==> src/design/scr_pkg.sv <==
// ----------------------------------------------------------------------------
// Spectrum column renderer package
// Widths, constants, register indexes and shared types of the renderer.
// ----------------------------------------------------------------------------
package scr_pkg;

    localparam int BANDS_DEF       = 32;
    localparam int MAX_COLUMNS_DEF = 64;

    localparam int OP_W        = 1;
    localparam int BAND_IDX_W  = 5;
    localparam int LEVEL_W     = 7;
    localparam int ELAPSED_W   = 16;
    localparam int COL_IDX_W   = 6;
    localparam int UNITS_W     = 9;
    localparam int COLS_W      = 7;
    localparam int ROWS_W      = 6;
    localparam int DEN_W       = 6;
    localparam int CFG_IDX_W   = 1;
    localparam int CFG_DATA_W  = 7;

    localparam int MAC_W       = 13;
    localparam int NUM_W       = MAC_W + 1;
    localparam int QUOT_W      = 7;
    localparam int DIVISOR_W   = DEN_W + 1;
    localparam int DECAY_W     = 10;
    localparam int DREM_W      = 7;
    localparam int SUB_W       = 13;
    localparam int SCALE_W     = 15;
    localparam int SETUP_CNT_W = $clog2(ELAPSED_W);

    localparam logic [OP_W-1:0] OP_LOAD   = 1'b0;
    localparam logic [OP_W-1:0] OP_RENDER = 1'b1;

    localparam logic [CFG_IDX_W-1:0] REG_COLUMN_COUNT = 1'd0;
    localparam logic [CFG_IDX_W-1:0] REG_ROW_COUNT    = 1'd1;

    localparam logic [COLS_W-1:0]    COLS_RESET   = 7'd64;
    localparam logic [ROWS_W-1:0]    ROWS_RESET   = 6'd8;
    localparam logic [COLS_W-1:0]    MIN_COLUMNS  = 7'd12;
    localparam logic [ROWS_W-1:0]    MIN_ROWS     = 6'd2;
    localparam logic [ROWS_W-1:0]    MAX_ROWS     = 6'd32;
    localparam logic [LEVEL_W-1:0]   FULL_LEVEL   = 7'd100;
    localparam logic [LEVEL_W-1:0]   ACTIVE_FLOOR = 7'd3;
    localparam logic [DREM_W:0]      DECAY_PERIOD = 8'd90;
    localparam logic [ELAPSED_W-1:0] ACTIVE_LIMIT = 16'd250;
    localparam logic [SUB_W-1:0]     DECAY_STEP   = 13'd7;
    localparam logic [SCALE_W-1:0]   ROUND_UP     = 15'd99;

    // floor(x / 90) = (x * 46604) >> 22 for every 16-bit x
    localparam logic [ELAPSED_W-1:0] DECAY_RECIP  = 16'd46604;
    localparam int                   DECAY_SHIFT  = 22;

    // floor(x / 100) = (x * 20972) >> 21 for every x below 43690
    localparam logic [SCALE_W-1:0]   RECIP        = 15'd20972;
    localparam int                   RECIP_SHIFT  = 21;

    typedef struct packed {
        logic busy;
        logic done;
    } div_stat_t;

endpackage

==> src/design/scr_if.sv <==
// ----------------------------------------------------------------------------
// Spectrum column renderer channels
// Valid/ready channels for input items and for column results.
// ----------------------------------------------------------------------------
interface scr_item_if
    import scr_pkg::*;
();
    logic                  valid;
    logic                  ready;
    logic [OP_W-1:0]       operation;
    logic [BAND_IDX_W-1:0] band_index;
    logic [LEVEL_W-1:0]    band_level;
    logic [ELAPSED_W-1:0]  elapsed_ms;
    logic                  playing;

    modport source (
        output valid, operation, band_index, band_level, elapsed_ms, playing,
        input  ready
    );

    modport sink (
        input  valid, operation, band_index, band_level, elapsed_ms, playing,
        output ready
    );
endinterface

interface scr_column_if
    import scr_pkg::*;
();
    logic                 valid;
    logic                 ready;
    logic [COL_IDX_W-1:0] column_index;
    logic [UNITS_W-1:0]   bar_units;
    logic                 last_column;

    modport source (
        output valid, column_index, bar_units, last_column,
        input  ready
    );

    modport sink (
        input  valid, column_index, bar_units, last_column,
        output ready
    );
endinterface

==> src/design/scr_band_store.sv <==
// ----------------------------------------------------------------------------
// Band level store
// One write port, two registered read ports; entries read zero until written.
// ----------------------------------------------------------------------------
module scr_band_store
    import scr_pkg::*;
#(
    parameter int BANDS = BANDS_DEF
)
(
    input  logic                       clk,
    input  logic                       rst_n,
    input  logic                       we,
    input  logic [$clog2(BANDS)-1:0]   waddr,
    input  logic [LEVEL_W-1:0]         wdata,
    input  logic [$clog2(BANDS)-1:0]   raddr_a,
    input  logic [$clog2(BANDS)-1:0]   raddr_b,
    output logic [LEVEL_W-1:0]         rdata_a,
    output logic [LEVEL_W-1:0]         rdata_b
);

    logic [LEVEL_W-1:0] mem [BANDS];
    logic [BANDS-1:0]   valid_reg;
    logic [LEVEL_W-1:0] rdata_a_reg;
    logic [LEVEL_W-1:0] rdata_b_reg;

    always_ff @(posedge clk or negedge rst_n)
    begin
        if (!rst_n)
        begin
            valid_reg <= '0;
        end
        else if (we)
        begin
            valid_reg[waddr] <= 1'b1;
        end
    end

    always_ff @(posedge clk)
    begin
        if (we)
        begin
            mem[waddr] <= wdata;
        end
        rdata_a_reg <= valid_reg[raddr_a] ? mem[raddr_a] : '0;
        rdata_b_reg <= valid_reg[raddr_b] ? mem[raddr_b] : '0;
    end

    assign rdata_a = rdata_a_reg;
    assign rdata_b = rdata_b_reg;

endmodule

==> src/design/scr_raw_store.sv <==
// ----------------------------------------------------------------------------
// Raw height store
// Unsmoothed column heights of the current frame, registered read.
// ----------------------------------------------------------------------------
module scr_raw_store
    import scr_pkg::*;
#(
    parameter int MAX_COLUMNS = MAX_COLUMNS_DEF
)
(
    input  logic                             clk,
    input  logic                             we,
    input  logic [$clog2(MAX_COLUMNS)-1:0]   waddr,
    input  logic [UNITS_W-1:0]               wdata,
    input  logic [$clog2(MAX_COLUMNS)-1:0]   raddr,
    output logic [UNITS_W-1:0]               rdata
);

    logic [UNITS_W-1:0] mem [MAX_COLUMNS];
    logic [UNITS_W-1:0] rdata_reg;

    always_ff @(posedge clk)
    begin
        if (we)
        begin
            mem[waddr] <= wdata;
        end
        rdata_reg <= mem[raddr];
    end

    assign rdata = rdata_reg;

endmodule

==> src/design/scr_blend_div.sv <==
// ----------------------------------------------------------------------------
// Blend divider
// Restoring divider, one quotient bit per cycle, quotient below 128.
// ----------------------------------------------------------------------------
module scr_blend_div
    import scr_pkg::*;
(
    input  logic                 clk,
    input  logic                 rst_n,
    input  logic                 start,
    input  logic [NUM_W-1:0]     numer,
    input  logic [DIVISOR_W-1:0] divisor,
    output div_stat_t            stat,
    output logic [QUOT_W-1:0]    quot
);

    localparam int STEP_W = $clog2(QUOT_W);

    logic                 busy_reg;
    logic                 busy_next;
    logic                 done_reg;
    logic                 done_next;
    logic [STEP_W-1:0]    step_reg;
    logic [STEP_W-1:0]    step_next;
    logic [NUM_W-1:0]     rem_reg;
    logic [QUOT_W-1:0]    quot_reg;
    logic [NUM_W-1:0]     trial;
    logic                 fits;

    assign trial = NUM_W'(divisor) << step_reg;
    assign fits  = rem_reg >= trial;

    always_comb
    begin
        busy_next = busy_reg;
        step_next = step_reg;
        done_next = 1'b0;
        if (start)
        begin
            busy_next = 1'b1;
            step_next = STEP_W'(QUOT_W - 1);
        end
        else if (busy_reg)
        begin
            step_next = step_reg - 1'b1;
            if (step_reg == '0)
            begin
                busy_next = 1'b0;
                done_next = 1'b1;
            end
        end
    end

    always_ff @(posedge clk or negedge rst_n)
    begin
        if (!rst_n)
        begin
            busy_reg <= 1'b0;
            done_reg <= 1'b0;
            step_reg <= '0;
        end
        else
        begin
            busy_reg <= busy_next;
            done_reg <= done_next;
            step_reg <= step_next;
        end
    end

    always_ff @(posedge clk)
    begin
        if (start)
        begin
            rem_reg <= numer;
        end
        else if (busy_reg)
        begin
            if (fits)
            begin
                rem_reg <= rem_reg - trial;
            end
            quot_reg <= {quot_reg[QUOT_W-2:0], fits};
        end
    end

    assign stat.busy = busy_reg;
    assign stat.done = done_reg;
    assign quot      = quot_reg;

endmodule

==> src/design/spectrum_column_renderer_core.sv <==
// ----------------------------------------------------------------------------
// Spectrum column renderer
// Interpolates band levels to display columns, decays, scales and smooths.
// ----------------------------------------------------------------------------
// A load word writes one band level. A render word runs the setup steps
// (bit-serial divide for the band step; the staleness decay comes from a
// reciprocal multiply) and a preparation step, then per column the read,
// multiply-accumulate, divide and scale states, dominated by the
// one-bit-per-cycle blend divider, then a start state for the smoothing
// pass and per column the read, capture and output states of that pass over
// the raw height store (single read port); output waits on column stalls.
// Input is taken only between items; a render with fewer than 12 columns
// or 2 rows gives no columns.
module spectrum_column_renderer_core
    import scr_pkg::*;
#(
    parameter int BANDS       = BANDS_DEF,
    parameter int MAX_COLUMNS = MAX_COLUMNS_DEF
)
(
    input  logic                  clk,
    input  logic                  rst_n,
    scr_item_if.sink              item,
    scr_column_if.source          column,
    input  logic                  cfg_we,
    input  logic [CFG_IDX_W-1:0]  cfg_index,
    input  logic [CFG_DATA_W-1:0] cfg_data
);

    localparam int BAW = $clog2(BANDS);
    localparam int CAW = $clog2(MAX_COLUMNS);

    localparam logic [ELAPSED_W-1:0] BAND_SPAN = ELAPSED_W'(BANDS - 1);
    localparam logic [BAW-1:0]       LAST_BAND = BAW'(BANDS - 1);
    localparam logic [COLS_W-1:0]    COLS_CAP  = COLS_W'(MAX_COLUMNS);

    localparam logic [3:0] ST_IDLE  = 4'd0;
    localparam logic [3:0] ST_SETUP = 4'd1;
    localparam logic [3:0] ST_PREP  = 4'd2;
    localparam logic [3:0] ST_READ  = 4'd3;
    localparam logic [3:0] ST_MAC   = 4'd4;
    localparam logic [3:0] ST_DIV   = 4'd5;
    localparam logic [3:0] ST_SCALE = 4'd6;
    localparam logic [3:0] ST_SPRE  = 4'd7;
    localparam logic [3:0] ST_SRD   = 4'd8;
    localparam logic [3:0] ST_SCAP  = 4'd9;
    localparam logic [3:0] ST_SOUT  = 4'd10;

    logic [COLS_W-1:0]      col_cfg_reg;
    logic [ROWS_W-1:0]      row_cfg_reg;
    logic [3:0]             state_reg;
    logic [3:0]             state_next;

    logic [ELAPSED_W-1:0]   elapsed_reg;
    logic                   active_reg;
    logic [DEN_W-1:0]       den_reg;
    logic [CAW-1:0]         last_col_reg;
    logic [ROWS_W-1:0]      rows_reg;
    logic [SETUP_CNT_W-1:0] setup_cnt_reg;
    logic [DECAY_W-1:0]     decay_reg;
    logic [DEN_W-1:0]       rem_b_reg;
    logic [BAW-1:0]         quot_b_reg;
    logic [SUB_W-1:0]       sub_reg;
    logic [CAW-1:0]         col_reg;
    logic [BAW-1:0]         left_reg;
    logic [DEN_W-1:0]       r_reg;
    logic [SCALE_W-1:0]     p_reg;
    logic [UNITS_W-1:0]     win_a_reg;
    logic [UNITS_W-1:0]     win_b_reg;
    logic [UNITS_W-1:0]     win_c_reg;

    logic                   out_valid_reg;
    logic [COL_IDX_W-1:0]   out_col_reg;
    logic [UNITS_W-1:0]     out_units_reg;
    logic                   out_last_reg;

    logic                   item_fire;
    logic                   render_ok;
    logic [COLS_W-1:0]      w_eff;
    logic [COLS_W-1:0]      w_m1;
    logic [ROWS_W-1:0]      rows_eff;
    logic                   active_in;

    logic                   band_we;
    logic [BAW-1:0]         band_waddr;
    logic [LEVEL_W-1:0]     band_wdata;
    logic [BAW-1:0]         right_addr;
    logic [LEVEL_W-1:0]     level_l;
    logic [LEVEL_W-1:0]     level_r;

    logic [2*ELAPSED_W-1:0] decay_prod;
    logic [DEN_W:0]         sh_b;
    logic                   ge_b;

    logic [DEN_W-1:0]       weight_l;
    logic [MAC_W-1:0]       mac_sum;
    logic [NUM_W-1:0]       numer;
    div_stat_t              div_stat;
    logic [QUOT_W-1:0]      blend;

    logic [LEVEL_W-1:0]     level_dec;
    logic [LEVEL_W-1:0]     level;
    logic [SCALE_W-1:0]     p_next;
    logic [2*SCALE_W-1:0]   scale_prod;
    logic [UNITS_W-1:0]     raw_units;

    logic [DEN_W:0]         r_sum;
    logic                   r_wrap;
    logic                   col_last;

    logic [CAW-1:0]         raw_raddr;
    logic [UNITS_W-1:0]     raw_rdata;
    logic [UNITS_W+1:0]     smooth_sum;
    logic                   out_free;
    logic                   out_load;

    // ---------------------------------------------------------------- config
    always_ff @(posedge clk or negedge rst_n)
    begin
        if (!rst_n)
        begin
            col_cfg_reg <= COLS_RESET;
            row_cfg_reg <= ROWS_RESET;
        end
        else if (cfg_we)
        begin
            case (cfg_index)
                REG_COLUMN_COUNT: col_cfg_reg <= cfg_data;
                REG_ROW_COUNT:    row_cfg_reg <= cfg_data[ROWS_W-1:0];
                default:          ;
            endcase
        end
    end

    // ----------------------------------------------------------------- input
    assign item.ready = (state_reg == ST_IDLE);
    assign item_fire  = item.valid && item.ready;

    assign render_ok = (col_cfg_reg >= MIN_COLUMNS) && (row_cfg_reg >= MIN_ROWS);
    assign w_eff     = (col_cfg_reg > COLS_CAP) ? COLS_CAP : col_cfg_reg;
    assign w_m1      = w_eff - 1'b1;
    assign rows_eff  = (row_cfg_reg > MAX_ROWS) ? MAX_ROWS : row_cfg_reg;
    assign active_in = (item.elapsed_ms != '0) && (item.elapsed_ms < ACTIVE_LIMIT)
                       && item.playing;

    assign band_we    = item_fire && (item.operation == OP_LOAD)
                        && (int'(item.band_index) < BANDS);
    assign band_waddr = BAW'(item.band_index);
    assign band_wdata = (item.band_level > FULL_LEVEL) ? FULL_LEVEL : item.band_level;

    assign right_addr = (left_reg == LAST_BAND) ? left_reg : left_reg + 1'b1;

    scr_band_store #(
        .BANDS (BANDS)
    ) u_band_store (
        .clk     (clk),
        .rst_n   (rst_n),
        .we      (band_we),
        .waddr   (band_waddr),
        .wdata   (band_wdata),
        .raddr_a (left_reg),
        .raddr_b (right_addr),
        .rdata_a (level_l),
        .rdata_b (level_r)
    );

    // ----------------------------------------------------------------- setup
    assign decay_prod = (2*ELAPSED_W)'(elapsed_reg) * (2*ELAPSED_W)'(DECAY_RECIP);
    assign sh_b = {rem_b_reg, BAND_SPAN[setup_cnt_reg]};
    assign ge_b = sh_b >= {1'b0, den_reg};

    // ----------------------------------------------------------------- blend
    assign weight_l = den_reg - r_reg;
    assign mac_sum  = (MAC_W'(level_l) * MAC_W'(weight_l))
                      + (MAC_W'(level_r) * MAC_W'(r_reg));
    assign numer    = {mac_sum, 1'b0} + NUM_W'(den_reg);

    scr_blend_div u_blend_div (
        .clk     (clk),
        .rst_n   (rst_n),
        .start   (state_reg == ST_MAC),
        .numer   (numer),
        .divisor ({den_reg, 1'b0}),
        .stat    (div_stat),
        .quot    (blend)
    );

    assign level_dec = (SUB_W'(blend) > sub_reg) ? LEVEL_W'(SUB_W'(blend) - sub_reg) : '0;
    assign level     = (active_reg && (level_dec != '0) && (level_dec < ACTIVE_FLOOR))
                       ? ACTIVE_FLOOR : level_dec;
    assign p_next    = ((SCALE_W'(level) * SCALE_W'(rows_reg)) << 3) + ROUND_UP;

    assign scale_prod = (2*SCALE_W)'(p_reg) * (2*SCALE_W)'(RECIP);
    assign raw_units  = scale_prod[RECIP_SHIFT +: UNITS_W];

    assign r_sum    = {1'b0, r_reg} + {1'b0, rem_b_reg};
    assign r_wrap   = r_sum >= {1'b0, den_reg};
    assign col_last = (col_reg == last_col_reg);

    // ------------------------------------------------------------- smoothing
    assign raw_raddr = (state_reg == ST_SPRE) ? '0
                     : (col_last ? col_reg : col_reg + 1'b1);

    scr_raw_store #(
        .MAX_COLUMNS (MAX_COLUMNS)
    ) u_raw_store (
        .clk   (clk),
        .we    (state_reg == ST_SCALE),
        .waddr (col_reg),
        .wdata (raw_units),
        .raddr (raw_raddr),
        .rdata (raw_rdata)
    );

    always_comb
    begin
        if (col_reg == '0)
        begin
            smooth_sum = (UNITS_W+2)'(win_b_reg) * 3'd3 + (UNITS_W+2)'(win_c_reg);
        end
        else if (col_last)
        begin
            smooth_sum = (UNITS_W+2)'(win_a_reg) + (UNITS_W+2)'(win_b_reg) * 3'd3;
        end
        else
        begin
            smooth_sum = (UNITS_W+2)'(win_a_reg) + ((UNITS_W+2)'(win_b_reg) << 1)
                         + (UNITS_W+2)'(win_c_reg);
        end
    end

    assign out_free = !out_valid_reg || column.ready;
    assign out_load = (state_reg == ST_SOUT) && out_free;

    // ------------------------------------------------------------ sequencer
    always_comb
    begin
        state_next = state_reg;
        case (state_reg)
            ST_IDLE:
            begin
                if (item_fire && (item.operation == OP_RENDER) && render_ok)
                begin
                    state_next = ST_SETUP;
                end
            end
            ST_SETUP:
            begin
                if (setup_cnt_reg == '0)
                begin
                    state_next = ST_PREP;
                end
            end
            ST_PREP:  state_next = ST_READ;
            ST_READ:  state_next = ST_MAC;
            ST_MAC:   state_next = ST_DIV;
            ST_DIV:
            begin
                if (div_stat.done)
                begin
                    state_next = ST_SCALE;
                end
            end
            ST_SCALE: state_next = col_last ? ST_SPRE : ST_READ;
            ST_SPRE:  state_next = ST_SRD;
            ST_SRD:   state_next = ST_SCAP;
            ST_SCAP:  state_next = ST_SOUT;
            ST_SOUT:
            begin
                if (out_free)
                begin
                    state_next = col_last ? ST_IDLE : ST_SRD;
                end
            end
            default:  state_next = ST_IDLE;
        endcase
    end

    always_ff @(posedge clk or negedge rst_n)
    begin
        if (!rst_n)
        begin
            state_reg     <= ST_IDLE;
            out_valid_reg <= 1'b0;
        end
        else
        begin
            state_reg <= state_next;
            if (out_load)
            begin
                out_valid_reg <= 1'b1;
            end
            else if (column.ready)
            begin
                out_valid_reg <= 1'b0;
            end
        end
    end

    always_ff @(posedge clk)
    begin
        case (state_reg)
            ST_IDLE:
            begin
                if (item_fire)
                begin
                    elapsed_reg   <= item.elapsed_ms;
                    active_reg    <= active_in;
                    den_reg       <= DEN_W'(w_m1);
                    last_col_reg  <= CAW'(w_m1);
                    rows_reg      <= rows_eff;
                    setup_cnt_reg <= SETUP_CNT_W'(ELAPSED_W - 1);
                    decay_reg     <= '0;
                    rem_b_reg     <= '0;
                    quot_b_reg    <= '0;
                end
            end
            ST_SETUP:
            begin
                setup_cnt_reg <= setup_cnt_reg - 1'b1;
                decay_reg     <= decay_prod[DECAY_SHIFT +: DECAY_W];
                rem_b_reg     <= DEN_W'(ge_b ? sh_b - {1'b0, den_reg} : sh_b);
                quot_b_reg    <= BAW'({quot_b_reg, ge_b});
            end
            ST_PREP:
            begin
                sub_reg  <= SUB_W'(decay_reg) * DECAY_STEP;
                col_reg  <= '0;
                left_reg <= '0;
                r_reg    <= '0;
            end
            ST_DIV:
            begin
                if (div_stat.done)
                begin
                    p_reg <= p_next;
                end
            end
            ST_SCALE:
            begin
                r_reg    <= DEN_W'(r_wrap ? r_sum - {1'b0, den_reg} : r_sum);
                left_reg <= left_reg + quot_b_reg + BAW'(r_wrap);
                col_reg  <= col_last ? '0 : col_reg + 1'b1;
            end
            ST_SRD:
            begin
                if (col_reg == '0)
                begin
                    win_b_reg <= raw_rdata;
                end
            end
            ST_SCAP:
            begin
                win_c_reg <= raw_rdata;
            end
            ST_SOUT:
            begin
                if (out_free)
                begin
                    out_col_reg   <= COL_IDX_W'(col_reg);
                    out_units_reg <= smooth_sum[UNITS_W+1:2];
                    out_last_reg  <= col_last;
                    win_a_reg     <= win_b_reg;
                    win_b_reg     <= win_c_reg;
                    col_reg       <= col_reg + 1'b1;
                end
            end
            default: ;
        endcase
    end

    assign column.valid        = out_valid_reg;
    assign column.column_index = out_col_reg;
    assign column.bar_units    = out_units_reg;
    assign column.last_column  = out_last_reg;

endmodule
==> src/flat_wrapper.sv <==
// flat-port wrapper written by rule: the top's interface ports become plain ports
module spectrum_column_renderer_core_flat import scr_pkg::*;
#(
    parameter int BANDS       = BANDS_DEF,
    parameter int MAX_COLUMNS = MAX_COLUMNS_DEF
)
  (clk, rst_n, cfg_we, cfg_index, cfg_data, item_valid, item_operation, item_band_index, item_band_level, item_elapsed_ms, item_playing, item_ready, column_valid, column_column_index, column_bar_units, column_last_column, column_ready);
  scr_item_if item_i ();
  scr_column_if column_i ();
  input  logic clk;
  input  logic rst_n;
  input  logic cfg_we;
  input  logic [CFG_IDX_W-1:0] cfg_index;
  input  logic [CFG_DATA_W-1:0] cfg_data;
  input wire logic [$bits(item_i.valid)-1:0] item_valid;
  input wire logic [$bits(item_i.operation)-1:0] item_operation;
  input wire logic [$bits(item_i.band_index)-1:0] item_band_index;
  input wire logic [$bits(item_i.band_level)-1:0] item_band_level;
  input wire logic [$bits(item_i.elapsed_ms)-1:0] item_elapsed_ms;
  input wire logic [$bits(item_i.playing)-1:0] item_playing;
  output wire logic [$bits(item_i.ready)-1:0] item_ready;
  output wire logic [$bits(column_i.valid)-1:0] column_valid;
  output wire logic [$bits(column_i.column_index)-1:0] column_column_index;
  output wire logic [$bits(column_i.bar_units)-1:0] column_bar_units;
  output wire logic [$bits(column_i.last_column)-1:0] column_last_column;
  input wire logic [$bits(column_i.ready)-1:0] column_ready;
  assign item_i.valid = item_valid;
  assign item_i.operation = item_operation;
  assign item_i.band_index = item_band_index;
  assign item_i.band_level = item_band_level;
  assign item_i.elapsed_ms = item_elapsed_ms;
  assign item_i.playing = item_playing;
  assign item_ready = item_i.ready;
  assign column_valid = column_i.valid;
  assign column_column_index = column_i.column_index;
  assign column_bar_units = column_i.bar_units;
  assign column_last_column = column_i.last_column;
  assign column_i.ready = column_ready;
  spectrum_column_renderer_core #(.BANDS(BANDS), .MAX_COLUMNS(MAX_COLUMNS)) u_core (.clk(clk), .rst_n(rst_n), .item(item_i), .column(column_i), .cfg_we(cfg_we), .cfg_index(cfg_index), .cfg_data(cfg_data));
endmodule
==> config.mk <==
export PLATFORM = sky130hd
export DESIGN_NAME = spectrum_column_renderer_core_flat
export DESIGN_NICKNAME = d
export VERILOG_FILES = /design/src/design/scr_pkg.sv /design/src/design/scr_if.sv /design/src/design/scr_band_store.sv /design/src/design/scr_raw_store.sv /design/src/design/scr_blend_div.sv /design/src/design/spectrum_column_renderer_core.sv /design/src/flat_wrapper.sv
export SDC_FILE = /design/constraint.sdc
export NUM_CORES = 2
export LEC_CHECK = 0
export CAP_MARGIN = 10
export CORE_MARGIN = 4
export CORE_UTILIZATION = 55
export CTS_BUF_LIST = sky130_fd_sc_hd__clkbuf_2
export DETAILED_ROUTE_END_ITERATION = 10
export DONT_BUFFER_PORTS = 1
export PLACE_DENSITY_LB_ADDON = 0.08
export SYNTH_ARGS = -nofsm -noshare
export SYNTH_HDL_FRONTEND = slang
export SYNTH_SLANG_ARGS = --single-unit
==> constraint.sdc <==
create_clock -name clk -period 16.4 [get_ports clk]
set_clock_uncertainty 0.15 [all_clocks]
set_input_delay 3.28 -clock clk [delete_from_list [all_inputs] [get_ports clk]]
set_output_delay 3.28 -clock clk [all_outputs]
set_load 0.01 [all_outputs]
==> flow_summary.ini <==
[yosys]
synth_adder_area_share_pct = 15.5
yosys_warnings = 0
synthMuxAreaShare_pct = 7.83
yosys.area_share.simple_pct = 10.6
synth_edf_count = 960
synth_compound_area_share_pct = 6.33
ys_async_sr_fraction_pct = 5.29
ys_ff_latch = 1039
yosys.area_share.xor_xnor_pct = 2.19
syn_nets = 5068
synth_top_family_by_area = adder cells
yosysSeqAreaShare_pct = 53.7
syn_inst = 4447
yosys_most_used_dff = edfxtp_1
avgSynthCellArea_sq_um = 12.9
yosysUniqueCellTypes = 91
syn_area_sq_um = 57200

[final_layout]
area_growth_pct = 6.91
nets = 5223
largest_register_ffs = 576
multi_input_comb_area_sq_um = 24500
stdcell_count = 6168
final_util_pct = 59.6
num-fill-cells = 8370
drive_above_1_share_pct = 15.6
seq_area_sq_um = 30700

[power_and_ir_drop]
p_seq_share_pct = 32.7
netSwitchingFraction_pct = 43.9
pwr_density_cell_nw_per_um2 = 201
p_int_mw = 6.91
p_total_mw = 12.3
clockPowerShare_pct = 14.4
switchingPower_mw = 5.40
p_comb_share_pct = 52.9
max-vdd-ir-drop_uv = 255
p_leak_nw = 24.1

[cts]
root_buffer = clkbuf_2
cts_buffers = 282
insertion_delay_ns = 1.53
clock_sinks = 1039
cts_tree = yes
clock_path_buffers = 4
cts_hold_buf = 0
postCtsResizedCells = 0
cts_setup_buffers = 0
cts_htree_levels = 5
clk_pin_slew_ns = 0.11

[die]
die-area_sq_um = 109000
die_x_um = 330
fp.dieH_um = 330
num_io_pins = 61
start_util_pct = 55.8
rows = 117
core_sq_um = 102000

[route]
first_iter_violations = 3363
wl_per_cell_um = 22.1
drt_pass1_iterations = 6
wirelength_mm = 137
ant_nets = 0
num_vias = 36200
viasPerCell = 5.87
drc = 0

[critical_path]
critical_path_arrival_ns = 8.12
regToRegStartpoint = u_core.r_reg[1]
slowest_delay_ns = 0.59
crit_path_start_kind = flop
cpMaxStageDelayCell = edfxtp_1
critPathKind = reg -> reg
r2r-end = u_core.u_blend_div.rem_reg[13]
setup.worst_path.start = u_core.r_reg[1]
cpMostUsedCell = fa_1
ff2ff_setup_slack_ns = 9.30
reg2regPathDepth = 25
critPathRequiredTime_ns = 17.42
critPathCapture = u_core.u_blend_div.rem_reg[13]
worstPathMaxFanout = 10
cp-end-kind = flop

[global_routing]
grt_pass1_wl_mm = 213
grt_max_degree = 177
busiest_layer = met2
grt_use_total_pct = 25.5
globalRouteMet1Util_pct = 36.2
grt_util_met3_pct = 6.24
antenna_found_initial = 5
overflow = 0
grt_pass1_vias = 36600
met2_usage_pct = 39.8

[flow_run]
drv_cap = 0

[timing]
fin_setup_tns_ns = 0
hold_viol_final = 0
slew_headroom_pct = 18.4
min_period_over_period_pct = 43.3
maxSlewViolCount = 0
timing.fmax_mhz = 141
worst_pin_slew_ns = 1.22
finalSetupViolCount = 0
post-route-min-period_ns = 7.10
rsz0062_at_grt = no

[hold_path]
min_path_cells = 0
hold_path_class = reg -> reg

[status]
status = completed

[place]
dp_cells = 5685
port_buffers = 0
gp_congestion = 0.860
dp_hpwl_mm = 89.9
## worst min path at each step
stage                                            from                  end  slack (ns)
after floorplan           u_core.u_raw_store.rdata[0]  u_core.win_c_reg[0]        0.26
after global placement    u_core.u_raw_store.rdata[8]  u_core.win_c_reg[8]        0.28
after detailed placement  u_core.u_raw_store.rdata[8]  u_core.win_c_reg[8]        0.30
after CTS                 u_core.u_raw_store.rdata[2]  u_core.win_c_reg[2]        0.31
after global routing      u_core.u_raw_store.rdata[2]  u_core.win_c_reg[2]        0.32
final                     u_core.u_raw_store.rdata[2]  u_core.win_c_reg[2]        0.29
## cell usage after synthesis (38+ instances only)
cell,count,area (sq um)
nand4_1,60,375
nand3_1,113,566
mux4_2,144,3240
dfrtp_1,53,1330
and3_1,41,257
xor2_1,45,394
or2_2,43,269
nand2_1,602,2260
a21oi_1,145,726
edfxtp_1,960,28800
mux2i_1,88,881
o21ai_0,65,325
and2_1,59,369
xnor2_1,96,841
a31oi_1,51,319
clkbuf_1,83,312
fa_1,217,4340
nor2_1,250,938
nor3_1,38,190
nor2b_1,40,250
inv_1,384,1440
ha_1,361,4520
buf_2,62,310
## power groups by stage
stage,combinational (mW),clock [mW],sequential (mW)
floorplan,4.65,0,4.00
global placement,6.42,0,4.08
detailed placement,6.49,0,4.09
CTS,6.55,1.82,4.03
global route,7.27,1.98,4.06
finish,6.51,1.77,4.03
## per-stage QoR
step,area (sq um),setup WS (ns),hold slack [ns]
floorplan,57200,9.45,0.258
global placement,58700,9.43,0.283
detailed placement,58700,9.28,0.302
CTS,61100,9.30,0.309
global route,61100,8.86,0.321
finish,61100,9.30,0.294
## layout make-up
cell class	count	share of cell area (%)
Sequential cell	1039	50.2
Clock inverter	47	0.422
Antenna cell	10	0.0410
Timing Repair Buffer	43	0.602
Inverter	386	2.37
Clock buffer	425	3.48
Tap cell	1368	2.80
Multi-Input combinational cell	2850	40.1
## critical path: cells and delay by family, from the launching register on
family	cells	cell delay, ns
adder cells (fa/ha/maj)	7	3.17
flip-flops	1	0.59
multiplexers	1	0.09
buffers and inverters	4	0.31
AND/OR/NAND/NOR	3	0.56
XOR/XNOR	3	0.69
AO/OA/AOI/OAI	7	1.29
## kinds of logic (layout without fill, tap and decap cells)
family                   after synthesis  after routing
AND/OR/NAND/NOR                     1329           1329
flip-flops                          1039           1039
adder cells (fa/ha/maj)              578            578
buffers and inverters                558            901
AO/OA/AOI/OAI                        539            539
multiplexers                         262            262
XOR/XNOR                             142            142
other                                  0             10
## placed cells by master (no fill, tap or decap), types with 113 or more instances in the layout
cell type and n:
clkbuf_2 425, inv_1 384, a21oi_1 145, edfxtp_1 960, nand2_1 601, fa_1 217
ha_1 361, nor2_1 245, nand3_1 113, mux4_2 144
## layer usage
metal / share of wire [%] / wire length (um)
met1: 44 / 59600
met2: 46 / 63200
met3: 7.9 / 10800
met4: 2.1 / 2880
met5: 0.017 / 23
Power figures use the tool's default switching activity.
